**config.mk**
```make
export PLATFORM = sky130hd
export DESIGN_NAME = blade_geometric_product_top
export DESIGN_NICKNAME = d
export VERILOG_FILES = /design/src/design/bgp_pkg.sv /design/src/design/bgp_part.sv /design/src/design/blade_geometric_product_top.sv
export SDC_FILE = /design/constraint.sdc
export NUM_CORES = 1
export LEC_CHECK = 0
export BUFFER_PORTS_ARGS = -buffer_cell sky130_fd_sc_hd__buf_4
export CORE_MARGIN = 2
export CORE_UTILIZATION = 50
export CTS_BUF_LIST = sky130_fd_sc_hd__clkbuf_16
export DETAILED_ROUTE_END_ITERATION = 8
export PLACE_DENSITY = 0.81
export SETUP_SLACK_MARGIN = 0.05
export SLEW_MARGIN = 10
export SYNTH_ARGS = -nofsm -noshare
export SYNTH_HDL_FRONTEND = slang
export SYNTH_SLANG_ARGS = --single-unit
```
**constraint.sdc**
```tcl
create_clock -name clk -period 6.6 [get_ports clk]
set_clock_uncertainty 0.2 [all_clocks]
set_input_delay 1.65 -clock clk [delete_from_list [all_inputs] [get_ports clk]]
set_output_delay 1.65 -clock clk [all_outputs]
set_load 0.05 [all_outputs]
```
**src/design/bgp_pkg.sv**
```systemverilog
package bgp_pkg;

	localparam int GRADE_W = 5;

	typedef logic signed [1:0] sign_t;

	localparam sign_t SIGN_ZERO = 2'sb00;
	localparam sign_t SIGN_PLUS = 2'sb01;
	localparam sign_t SIGN_MINUS = 2'sb11;

	// Parity and overlap flags that one blade part hands to the sign logic.
	typedef struct packed {
		logic inpart_par;
		logic shared_par;
		logic left_par;
		logic right_par;
		logic overlap;
	} part_flags_t;

endpackage

```
**src/design/bgp_part.sv**
```systemverilog
module bgp_part import bgp_pkg::*; #(
	parameter int W = 8
) (
	input  logic [W-1:0]         left,
	input  logic [W-1:0]         right,
	output logic [W-1:0]         prod,
	output logic [$clog2(W+1)-1:0] count,
	output part_flags_t          flags
);

	localparam int CNT_W = $clog2(W + 1);

	logic [W-1:0] pass_term;
	logic [W-1:0] shared;

	// A left vector at bit i passes every right vector below it; only the parity matters.
	for (genvar i = 0; i < W; i++) begin : g_pass
		if (i == 0) begin : g_first
			assign pass_term[i] = 1'b0;
		end else begin : g_rest
			assign pass_term[i] = left[i] & (^right[i-1:0]);
		end
	end

	assign prod = left ^ right;
	assign shared = left & right;

	always_comb begin
		count = '0;
		for (int k = 0; k < W; k++) begin
			count = count + CNT_W'(prod[k]);
		end
	end

	assign flags.inpart_par = ^pass_term;
	assign flags.shared_par = ^shared;
	assign flags.left_par = ^left;
	assign flags.right_par = ^right;
	assign flags.overlap = |shared;

endmodule

```
**src/design/blade_geometric_product_top.sv**
```systemverilog
// Channel | Handshake            | Words
// input   | in_valid / in_ready  | left_pos, left_neg, left_null, right_pos, right_neg, right_null
// output  | out_valid / out_ready| prod_sign, prod_pos, prod_neg, prod_null, prod_grade
//
// One word per cycle is accepted and delivered while out_ready stays high; each accepted word
// passes the input register, then the result register, with the bitmap logic between them,
// and is shown on the output from the result register.
// The single result register is refilled whenever it may advance and stage 1 holds a word.
// Reset clears only the two stage valid flags; the block is ready right after reset.
// A stalled output holds the result register and the input register behind it; in_ready
// drops only when both stages are full and out_ready is low.
module blade_geometric_product_top import bgp_pkg::*; #(
	parameter int POS_DIM = 8,
	parameter int NEG_DIM = 4,
	parameter int NULL_DIM = 4
) (
	input  logic                clk,
	input  logic                arst_n,
	input  logic                in_valid,
	output logic                in_ready,
	input  logic [POS_DIM-1:0]  left_pos,
	input  logic [NEG_DIM-1:0]  left_neg,
	input  logic [NULL_DIM-1:0] left_null,
	input  logic [POS_DIM-1:0]  right_pos,
	input  logic [NEG_DIM-1:0]  right_neg,
	input  logic [NULL_DIM-1:0] right_null,
	output logic                out_valid,
	input  logic                out_ready,
	output sign_t               prod_sign,
	output logic [POS_DIM-1:0]  prod_pos,
	output logic [NEG_DIM-1:0]  prod_neg,
	output logic [NULL_DIM-1:0] prod_null,
	output logic [GRADE_W-1:0]  prod_grade
);

	localparam int POS_CW = $clog2(POS_DIM + 1);
	localparam int NEG_CW = $clog2(NEG_DIM + 1);
	localparam int NULL_CW = $clog2(NULL_DIM + 1);
	localparam int TOTAL_CW = $clog2(POS_DIM + NEG_DIM + NULL_DIM + 1);
	localparam int SUM_W = (TOTAL_CW > GRADE_W) ? TOTAL_CW : GRADE_W;

	logic                valid_s1;
	logic                valid_s2;
	logic                adv_s2;
	logic                adv_s1;

	logic [POS_DIM-1:0]  lp_s1;
	logic [NEG_DIM-1:0]  ln_s1;
	logic [NULL_DIM-1:0] lz_s1;
	logic [POS_DIM-1:0]  rp_s1;
	logic [NEG_DIM-1:0]  rn_s1;
	logic [NULL_DIM-1:0] rz_s1;

	logic [POS_DIM-1:0]  yp;
	logic [NEG_DIM-1:0]  yn;
	logic [NULL_DIM-1:0] yz;
	logic [POS_CW-1:0]   cnt_p;
	logic [NEG_CW-1:0]   cnt_n;
	logic [NULL_CW-1:0]  cnt_z;
	part_flags_t         fl_p;
	part_flags_t         fl_n;
	part_flags_t         fl_z;
	logic [SUM_W-1:0]    grade_sum;
	logic                parity;
	sign_t               sign_d;

	sign_t               sign_s2;
	logic [POS_DIM-1:0]  yp_s2;
	logic [NEG_DIM-1:0]  yn_s2;
	logic [NULL_DIM-1:0] yz_s2;
	logic [GRADE_W-1:0]  grade_s2;

	assign adv_s2 = !valid_s2 || out_ready;
	assign adv_s1 = !valid_s1 || adv_s2;
	assign in_ready = adv_s1;

	bgp_part #(.W(POS_DIM)) u_pos (
		.left(lp_s1), .right(rp_s1), .prod(yp), .count(cnt_p), .flags(fl_p)
	);
	bgp_part #(.W(NEG_DIM)) u_neg (
		.left(ln_s1), .right(rn_s1), .prod(yn), .count(cnt_n), .flags(fl_n)
	);
	bgp_part #(.W(NULL_DIM)) u_null (
		.left(lz_s1), .right(rz_s1), .prod(yz), .count(cnt_z), .flags(fl_z)
	);

	assign grade_sum = SUM_W'(cnt_p) + SUM_W'(cnt_n) + SUM_W'(cnt_z);

	// Cross-part swaps: left neg past right pos, left null past right pos and neg,
	// each weighted by the grades involved, so only the parities of both sides count.
	assign parity = fl_n.shared_par ^ fl_p.inpart_par ^ fl_n.inpart_par ^ fl_z.inpart_par
		^ (fl_n.left_par & fl_p.right_par)
		^ (fl_z.left_par & (fl_p.right_par ^ fl_n.right_par));

	always_comb begin
		if (fl_z.overlap) begin
			sign_d = SIGN_ZERO;
		end else if (parity) begin
			sign_d = SIGN_MINUS;
		end else begin
			sign_d = SIGN_PLUS;
		end
	end

	always_ff @(posedge clk or negedge arst_n) begin
		if (!arst_n) begin
			valid_s1 <= 1'b0;
			valid_s2 <= 1'b0;
		end else begin
			if (adv_s1) begin
				valid_s1 <= in_valid;
			end
			if (adv_s2) begin
				valid_s2 <= valid_s1;
			end
		end
	end

	always_ff @(posedge clk) begin
		if (adv_s1 && in_valid) begin
			lp_s1 <= left_pos;
			ln_s1 <= left_neg;
			lz_s1 <= left_null;
			rp_s1 <= right_pos;
			rn_s1 <= right_neg;
			rz_s1 <= right_null;
		end
		if (adv_s2 && valid_s1) begin
			sign_s2 <= sign_d;
			yp_s2 <= yp;
			yn_s2 <= yn;
			yz_s2 <= yz;
			grade_s2 <= grade_sum[GRADE_W-1:0];
		end
	end

	assign out_valid = valid_s2;
	assign prod_sign = sign_s2;
	assign prod_pos = yp_s2;
	assign prod_neg = yn_s2;
	assign prod_null = yz_s2;
	assign prod_grade = grade_s2;

endmodule
```
; Word level (Yosys, flattened, before mapping)
; Cells that the tools add are included.
[totals]
output_inout_bits = 25
romBits = 0
latchBits = 0
mem_count = 0
register_bits = 57
mem_bits_rw = 0
input_bits = 36
[op_classes]
shift = 0
n_eq_ne = 0
n_addsub = 15
n_div = 0
bitwise_logic = 26
n_reduce_logical = 25
mul = 0
muxes = 1
magnitude_cmp = 0
[ops]
columns = operator, count
row1 = parity 4 bit, 7
row2 = adder 4 x 1 -> 4 bit, 6
row3 = parity 8 bit, 2
row4 = AND 1 bit, 15
row5 = adder 3 x 1 -> 3 bit, 4
row6 = parity 3 bit, 3
row7 = AND 4 bit, 2
row8 = bitwise XOR 4 bit, 2
row9 = bitwise XOR 8 bit, 1
row10 = parity 7 bit, 1
row11 = adder 1 x 1 -> 2 bit, 3
row12 = parity 2 bit, 3
row13 = parity 6 bit, 1
row14 = bitwise XOR 1 bit, 6
row15 = adder 4 x 3 -> 5 bit, 1
row16 = adder 5 x 3 -> 5 bit, 1
row17 = parity 5 bit, 1
row18 = OR reduction 4 bit, 1
row19 = logical AND 1 bit, 2
row20 = logical NOT 1 bit, 2
row21 = logical OR 1 bit, 2
row22 = 2-to-1 mux 2 bit, 1

; Longest topological paths before layout
; Gate-level depths: netlist (run 1).
[logic_depth]
depth_word = 10
depth_mapped = 14
depth_no_buf = 14

; Hierarchy
; From an unflattened synthesis (run 1), not the netlist that was laid out.
[hier_totals]
cells_unflattened = 244
hier_area_um2 = 3305.7
[by_module_without_submodules]
columns = module, seq_area_each_um2, area_per_inst_um2, cells_per_inst, n_inst
row1 = blade_geometric_product_top, 1701.6, 1988.2, 91, 1
row2 = bgp_part (u_pos), 0.0, 706.9, 83, 1
row3 = bgp_part (u_neg ...), 0.0, 305.3, 35, 2

; Worst setup path after synthesis (run 1)
; OpenSTA, ideal clock, no wires.
[synth_timing]
kind = reg2reg
startpoint = register rp_s1[0]
endpoint = register grade_s2[3] (netlist: prod_grade[3]), data pin
synth_period_minus_slack_ps = 4576
slack_ps = 2024
stages_incl_launch_ff = 15
required_time_ps = 6142
path_buffers = 0
arrival_time_ps = 4118
setup_time_ps = 258
path_cell_list = edfxtp_1 > xor2_1 > ha_1 > inv_1 > fa_1 > fa_1 > inv_1 > fa_1 > fa_1 > inv_1 > fa_1 > inv_1 > ha_1 > fa_1 > xor2_1
[synth_between]
elab_chain_len = 10
[synth_rtl]
columns = item, line_no
row1 = "start, declared", blade_geometric_product_top.sv:50  ; logic [POS_DIM-1:0] rp_s1;
row2 = "start signal, assigned", blade_geometric_product_top.sv:124  ; rp_s1 <= right_pos;
row3 = bitwise XOR 8 bit, bgp_part.sv:25  ; assign prod = left ^ right;
row4 = via u_pos.prod[0], bgp_part.sv:6  ; output logic [W-1:0] prod,
row5 = adder 1 x 1 -> 2 bit, bgp_part.sv:31  ; count = count + CNT_W'(prod[k]);
row6 = adder 4 x 1 -> 4 bit (6 in a row), bgp_part.sv:31
row7 = adder 4 x 3 -> 5 bit, blade_geometric_product_top.sv:87  ; assign grade_sum = SUM_W'(cnt_p) + SUM_W'(cnt_n) + SUM_W'(cnt_z);
row8 = adder 5 x 3 -> 5 bit, blade_geometric_product_top.sv:87
row9 = via grade_sum[3], blade_geometric_product_top.sv:63  ; logic [SUM_W-1:0] grade_sum;
row10 = "end signal, assigned", blade_geometric_product_top.sv:133  ; grade_s2 <= grade_sum[GRADE_W-1:0];
row11 = "end, declared", blade_geometric_product_top.sv:71  ; logic [GRADE_W-1:0] grade_s2;
; The timed path passes the listed nets, and every way through them passes these cells.
; A chain may end at the register's enable or synchronous reset.

; Worst setup path in the final report (run 1)
; Ends and elaborated chain as after synthesis.

==> results of run 1 <==
metal layers:
layer | up-vias | global-route usage | routed length (um)
met5 | - | 0 | 0
met4 | 0 | 0.0763 | 109
met3 | 11 | 0.0629 | 317
met1 | 800 | 0.211 | 1970
met2 | 59 | 0.273 | 2310
li1 | 845 | - | -
through the flow:
step | utilization | setup slack [ps] | std cells | total power [W]
floorplan | - | 2020 | 201 | 0.000844
global placement | 0.620 | 1950 | 334 | 0.000943
detailed placement | 0.620 | 1850 | 334 | 0.000963
CTS | 0.670 | 1810 | 349 | 0.00140
global route | 0.670 | 1630 | 349 | 0.00148
finish | 0.670 | 1840 | 349 | 0.00138
cell families (layout without fill, tap and decap cells):
logic type	count (synthesis)	count (layout)	share of synthesized area
muxes	3	3	0.0112
DFF	57	57	0.585
buffers and inverters	25	101	0.0323
and+or+nand+nor	31	31	0.0559
adders and majority gates	28	28	0.146
AOI/OAI and AO/OA	21	21	0.0512
xor gates and xnor gates	36	36	0.118
worst register-to-register path, delay by kind of cell, from the launching register on:
kind       cells  cell delay [ps]
xor+xnor       2              360
buf+inv        4              230
fa+ha+maj      8             3260
flops          1              450
flip-flops by register name, indices dropped and copies added (netlist names):
signal	cells
prod_pos	8
prod_grade	5
rz_s1	4
valid_s1	1
rn_s1	4
prod_neg	4
lz_s1	4
prod_sign	2
rp_s1	8
out_valid	1
lp_s1	8
ln_s1	4
prod_null	4
cell type report:
type                       instances  area (sq um)
timing repair buffer              61           458
clock inverter                     6          50.0
fill                             404          1840
tap                               72          90.1
inverter                          25          93.8
clock buffer                       9           225
multi-input combinational        119          1110
sequential                        57          1700
synthesized netlist by cell type (2+ instances only):
cell type	n	area (sq um)
a21o_1	3	22.5
a21oi_1	4	20.0
a32oi_1	2	17.5
and2_1	3	18.8
dfrtp_1	2	50.1
edfxtp_1	55	1650
fa_1	10	200
ha_1	18	225
inv_1	25	93.8
mux2_2	2	22.5
nand2_1	7	26.3
nand2b_1	8	50.1
nor2_1	5	18.8
nor3_1	2	10.0
o21ai_0	4	20.0
or2_2	2	12.5
xnor2_1	23	201
xor2_1	11	96.3
worst paths after layout:
| kind | start | end |
|---|---|---|
| max in group asynchronous | arst_n | out_valid |
| min in group asynchronous | arst_n | valid_s1 |
| worst min-delay path | valid_s1 | out_valid |
| worst max register to register | rp_s1[0] | prod_grade[3] |
| worst max-delay path | rp_s1[0] | prod_grade[3] |
| worst min register to register | valid_s1 | out_valid |
power by group:
| part | internal [W] | leakage [nW] | switching (W) |
|---|---|---|---|
| logic | 0.000195 | 0.911 | 0.000273 |
| clock network | 0.000282 | 0.135 | 0.000142 |
| registers | 0.000469 | 0.551 | 0.0000213 |
==> results.toml, run 1 <==
[outcome]
status = "finished clean"

[synth]
synth_edf_count = 55
ys_seq_area_frac = 0.585
syn_inst = 201
syn_nets = 265
syn_area_per_cell_sq_um = 14.5
ys_seq_elements = 57
yosys_warnings = 0
synth_top_flop_cell = "edfxtp_1"
syn-cell-area_sq_um = 2910
synth_cell_type_count = 33
synthArstFlopShare = 0.0351

[finish]
fin_area_sq_um = 3730
drive_above_1_share = 0.282
layout_commonest_cell = "buf_4"
fin_nets = 337
final_cell_mix = "buf_4 (61), edfxtp_1 (55), inv_1 (25), xnor2_1 (23), ha_1 (18)"
area_delta_synth_final_pct = 28.3
num_antenna_cells = 0

[worst_setup_path]
worstPathCellList = "xor2_1 -> ha_1 -> inv_1 -> fa_1 -> fa_1 -> inv_1 -> fa_1 -> fa_1 -> inv_1 -> fa_1 -> inv_1 -> ha_1 -> fa_1 -> xor2_1"
cp_num_buf_inv = 4
cp-end-kind = "register"
slowest_stage = "fa_1"
cp_top_family = "adder cells"
required_ps = 6460
worst_setup_path_start_kind = "register"
crit_arrival_ps = 4620
ff2ff_path_depth = 14
regToRegSetupSlack_ps = 1840
worstPathMaxFanout = 4
crit_cells = 14
cp_common_cell = "fa_1"
slowest_delay_ps = 530
worstSetupPathType = "reg2reg"

[drt]
drtPass1Iterations = 4
drc_errors = 0
ant_nets = 0
vias = 1715
vias_per_cell = 4.91
routedWlPerCell_um = 13.5
drtIter0Drc = 98
wl_um = 4710

[sta]
relSlewSlack = 0.341
finalSetupViolCount = 0
finalMaxSlewViolations = 0
finalHoldViolCount = 0
finalCritPeriodShare = 0.721
fin_hold_ws_ps = 291
worstMarginPinSlew_ps = 988
finalSetupTns_ps = 0
period_minus_slack_ps = 4760
rsz0062_at_grt = "no"
max_freq_ghz = 0.210

[power_and_ir_drop]
p_leak_nw = 1.60
cellPowerDensity_nw_per_um2 = 370
vdd_drop_max_mv = 0.213

[floorplanning]
die_height_um = 80.3
ios = 61
die_w_um = 80.3
start_util = 0.522
coreArea_sq_um = 5570
rows = 27
dieArea_sq_um = 6440

[cts]
ctsHoldBuffers = 0
clk_latency_ps = 320
cts_buffers = 9
clock_path_buffers = 2
tritoncts = "done"
clock-sinks = 57
cts-resized-gates = 0
cts-htree-levels = 3
cts_setup_buffers = 0
clockRootBuffer = "clkbuf_16"
clk_pin_slew_ps = 50

[placed_design]
portBuffers = 60
place_hpwl_um = 3510
place_area_sq_um = 3460
place.gp.congestion = 0.805

[global_route]
grt_pass1_wl_um = 7890
overflow = 0
antenna_found_initial = 0
grtUsageTotal = 0.172
grt_max_degree = 33
grt_pass1_vias = 1736

[flow_run]
drv_cap = 0

[hold_path]
hold_class = "reg2reg"
whs_path_depth = 1
Power figures use the tool's default switching activity.
==> run 2, diff against run 1 <==
--- a/config.mk
+++ b/config.mk
@@ -7,10 +7,10 @@
 export LEC_CHECK = 0
 export BUFFER_PORTS_ARGS = -buffer_cell sky130_fd_sc_hd__buf_4
 export CORE_MARGIN = 2
-export CORE_UTILIZATION = 50
+export CORE_UTILIZATION = 49
 export CTS_BUF_LIST = sky130_fd_sc_hd__clkbuf_16
 export DETAILED_ROUTE_END_ITERATION = 8
-export PLACE_DENSITY = 0.81
+export PLACE_DENSITY = 0.83
 export SETUP_SLACK_MARGIN = 0.05
 export SLEW_MARGIN = 10
 export SYNTH_ARGS = -nofsm -noshare
==> constraint.sdc (replaced) <==
create_clock -name clk -period 4.1 [get_ports clk]
set_clock_uncertainty 0.2 [all_clocks]
set_input_delay 1.025 -clock clk [delete_from_list [all_inputs] [get_ports clk]]
set_output_delay 1.025 -clock clk [all_outputs]
set_load 0.05 [all_outputs]
==> results.toml, run 2 (synthesized netlist as in run 1, its figures left out) <==
[drt]
wl_um = 5220
vias = 1760
drtIter0Drc = 106
vias_per_cell = 4.84
routedWlPerCell_um = 14.3
drc_errors = 0
drtPass1Iterations = 4
ant_nets = 0

[worst_setup_path]
worst_setup_path_start_kind = "register"
regToRegSetupSlack_ps = -510
cp_top_family = "adder cells"
slowest_delay_ps = 540
worstPathMaxFanout = 2
crit_arrival_ps = 4490
slowest_stage = "fa_2"
r2r-start = "rp_s1[0]"
worstPathCellList = "xor2_2 -> ha_1 -> inv_2 -> fa_1 -> fa_1 -> inv_1 -> fa_2 -> fa_2 -> inv_2 -> fa_1 -> inv_2 -> ha_4 -> fa_2 -> xor2_1"
cp-end-kind = "register"
reg2reg_to = "prod_grade[3]"
ff2ff_path_depth = 14
cp_num_buf_inv = 4
required_ps = 3980
worstSetupPathType = "reg2reg"

[sta]
finalSetupViolCount = 4
max_freq_ghz = 0.217
worstMarginPinSlew_ps = 1060
finalHoldViolCount = 0
worst_slack_ps = -514
finalMaxSlewViolations = 0
relSlewSlack = 0.296
rsz0062_at_grt = "yes"
period_minus_slack_ps = 4610
fin_hold_ws_ps = 274
finalCritPeriodShare = 1.13

[flow_run]
drv_cap = 0

[power_and_ir_drop]
p_leak_nw = 1.65
pwr-share-seq = 0.329
vdd_drop_max_mv = 0.384
pwr-share-comb = 0.380
power_switching_w = 0.000777
cellPowerDensity_nw_per_um2 = 619
sw_frac_of_total = 0.325
p_int_w = 0.00161
clkPwrFrac = 0.291

[cts]
cts-htree-levels = 3
clock-sinks = 57
tritoncts = "done"
clk_latency_ps = 330
clk_pin_slew_ps = 50
clock_path_buffers = 2
clockRootBuffer = "clkbuf_16"
cts_buffers = 9

[finish]
drive_above_1_share = 0.343
fin_area_sq_um = 3860
fill_cells = 425
final_cell_mix = "buf_4 (73), edfxtp_1 (55), xnor2_1 (23), inv_1 (22), ha_1 (17)"
area_delta_synth_final_pct = 32.7
fin_nets = 349
layout_commonest_cell = "buf_4"
num_antenna_cells = 0

[global_route]
grt_pass1_wl_um = 8110
overflow = 0
grtUsageTotal = 0.177
grt_pass1_vias = 1727
antenna_found_initial = 0
grt_max_degree = 33

[floorplanning]
die_w_um = 81.1
rows = 28
dieArea_sq_um = 6570
die_height_um = 81.1
start_util = 0.500
coreArea_sq_um = 5820
ios = 61

[hold_path]
hold_class = "in2async"

[placed_design]
place_hpwl_um = 3640
place.gp.congestion = 0.833
place_area_sq_um = 3530
portBuffers = 60

[outcome]
violations = "setup timing"
status = "finished, violations left"
[run 2: changes by cell type in the layout (fill, tap and decap cells not counted), moves of 2 or more]
| cell | change |
|---|---|
| buf_4 | +12 |
| fa_1 | -3 |
| fa_2 | +3 |
| inv_1 | -3 |
| inv_2 | +3 |
| xor2_1 | -2 |
| xor2_2 | +2 |
[run 2: layout make-up]
type	count	area, sq um	share of cell area
Clock buffer	9	225	0.0583
Clock inverter	6	50.0	0.0130
Sequential cell	57	1700	0.441
Inverter	25	93.8	0.0243
Multi-Input combinational cell	119	1150	0.297
Timing Repair Buffer	73	548	0.142
Tap cell	75	93.8	0.0243
[run 2: worst max-delay path by stage]
| stage | depth (start not counted) | from | end | slack [ps] |
|---|---|---|---|---|
| final | 14 | rp_s1[0] | prod_grade[3] | -510 |
| after global routing | 14 | rp_s1[0] | prod_grade[3] | -630 |
| after CTS | 14 | rp_s1[1] | prod_grade[3] | -420 |
| after detailed placement | 14 | lp_s1[1] | prod_grade[3] | -460 |
| after global placement | 14 | rp_s1[0] | prod_grade[3] | -330 |
| after floorplan | 14 | rp_s1[0] | prod_grade[3] | -350 |
[run 2: repair_timing]
item | in CTS | in global routing
endpoints found under the setup margin | 4 | 4
endpoints found under the hold margin | 0 | 0
resized for setup | 2 | 5
hold buffers | 0 | 0
buffers inserted | 2 | 2
pin swaps | 2 | 2
[run 2: power by group through the flow]
| stage | sequential, W | clock, W | combinational, W |
|---|---|---|---|
| 6_report | 0.000787 | 0.000696 | 0.000908 |
| 5_1_grt | 0.000793 | 0.000734 | 0.00100 |
| 4_1_cts | 0.000786 | 0.000707 | 0.000867 |
| 3_5_place_dp | 0.000797 | 0 | 0.000791 |
| 3_3_place_gp | 0.000796 | 0 | 0.000753 |
| 2_1_floorplan | 0.000948 | 0 | 0.000420 |
[run 2: stage by stage]
step,cells,setup TNS [ps],setup WS [ps],power [W],utilization
5_1_grt,364,-1860,-626,0.00253,0.664
3_5_place_dp,345,-1260,-460,0.00159,0.607
6_report,364,-1450,-514,0.00239,0.664
3_3_place_gp,345,-863,-330,0.00155,0.607
4_1_cts,362,-1150,-424,0.00236,0.658
2_1_floorplan,201,-912,-350,0.00137,-
[run 2: metal layers]
layer,vias up,track usage,routed length [um]
met5,-,0,0
met4,0,0.0881,141
met3,14,0.0733,285
met2,55,0.277,2620
met1,823,0.211,2170
li1,868,-,-
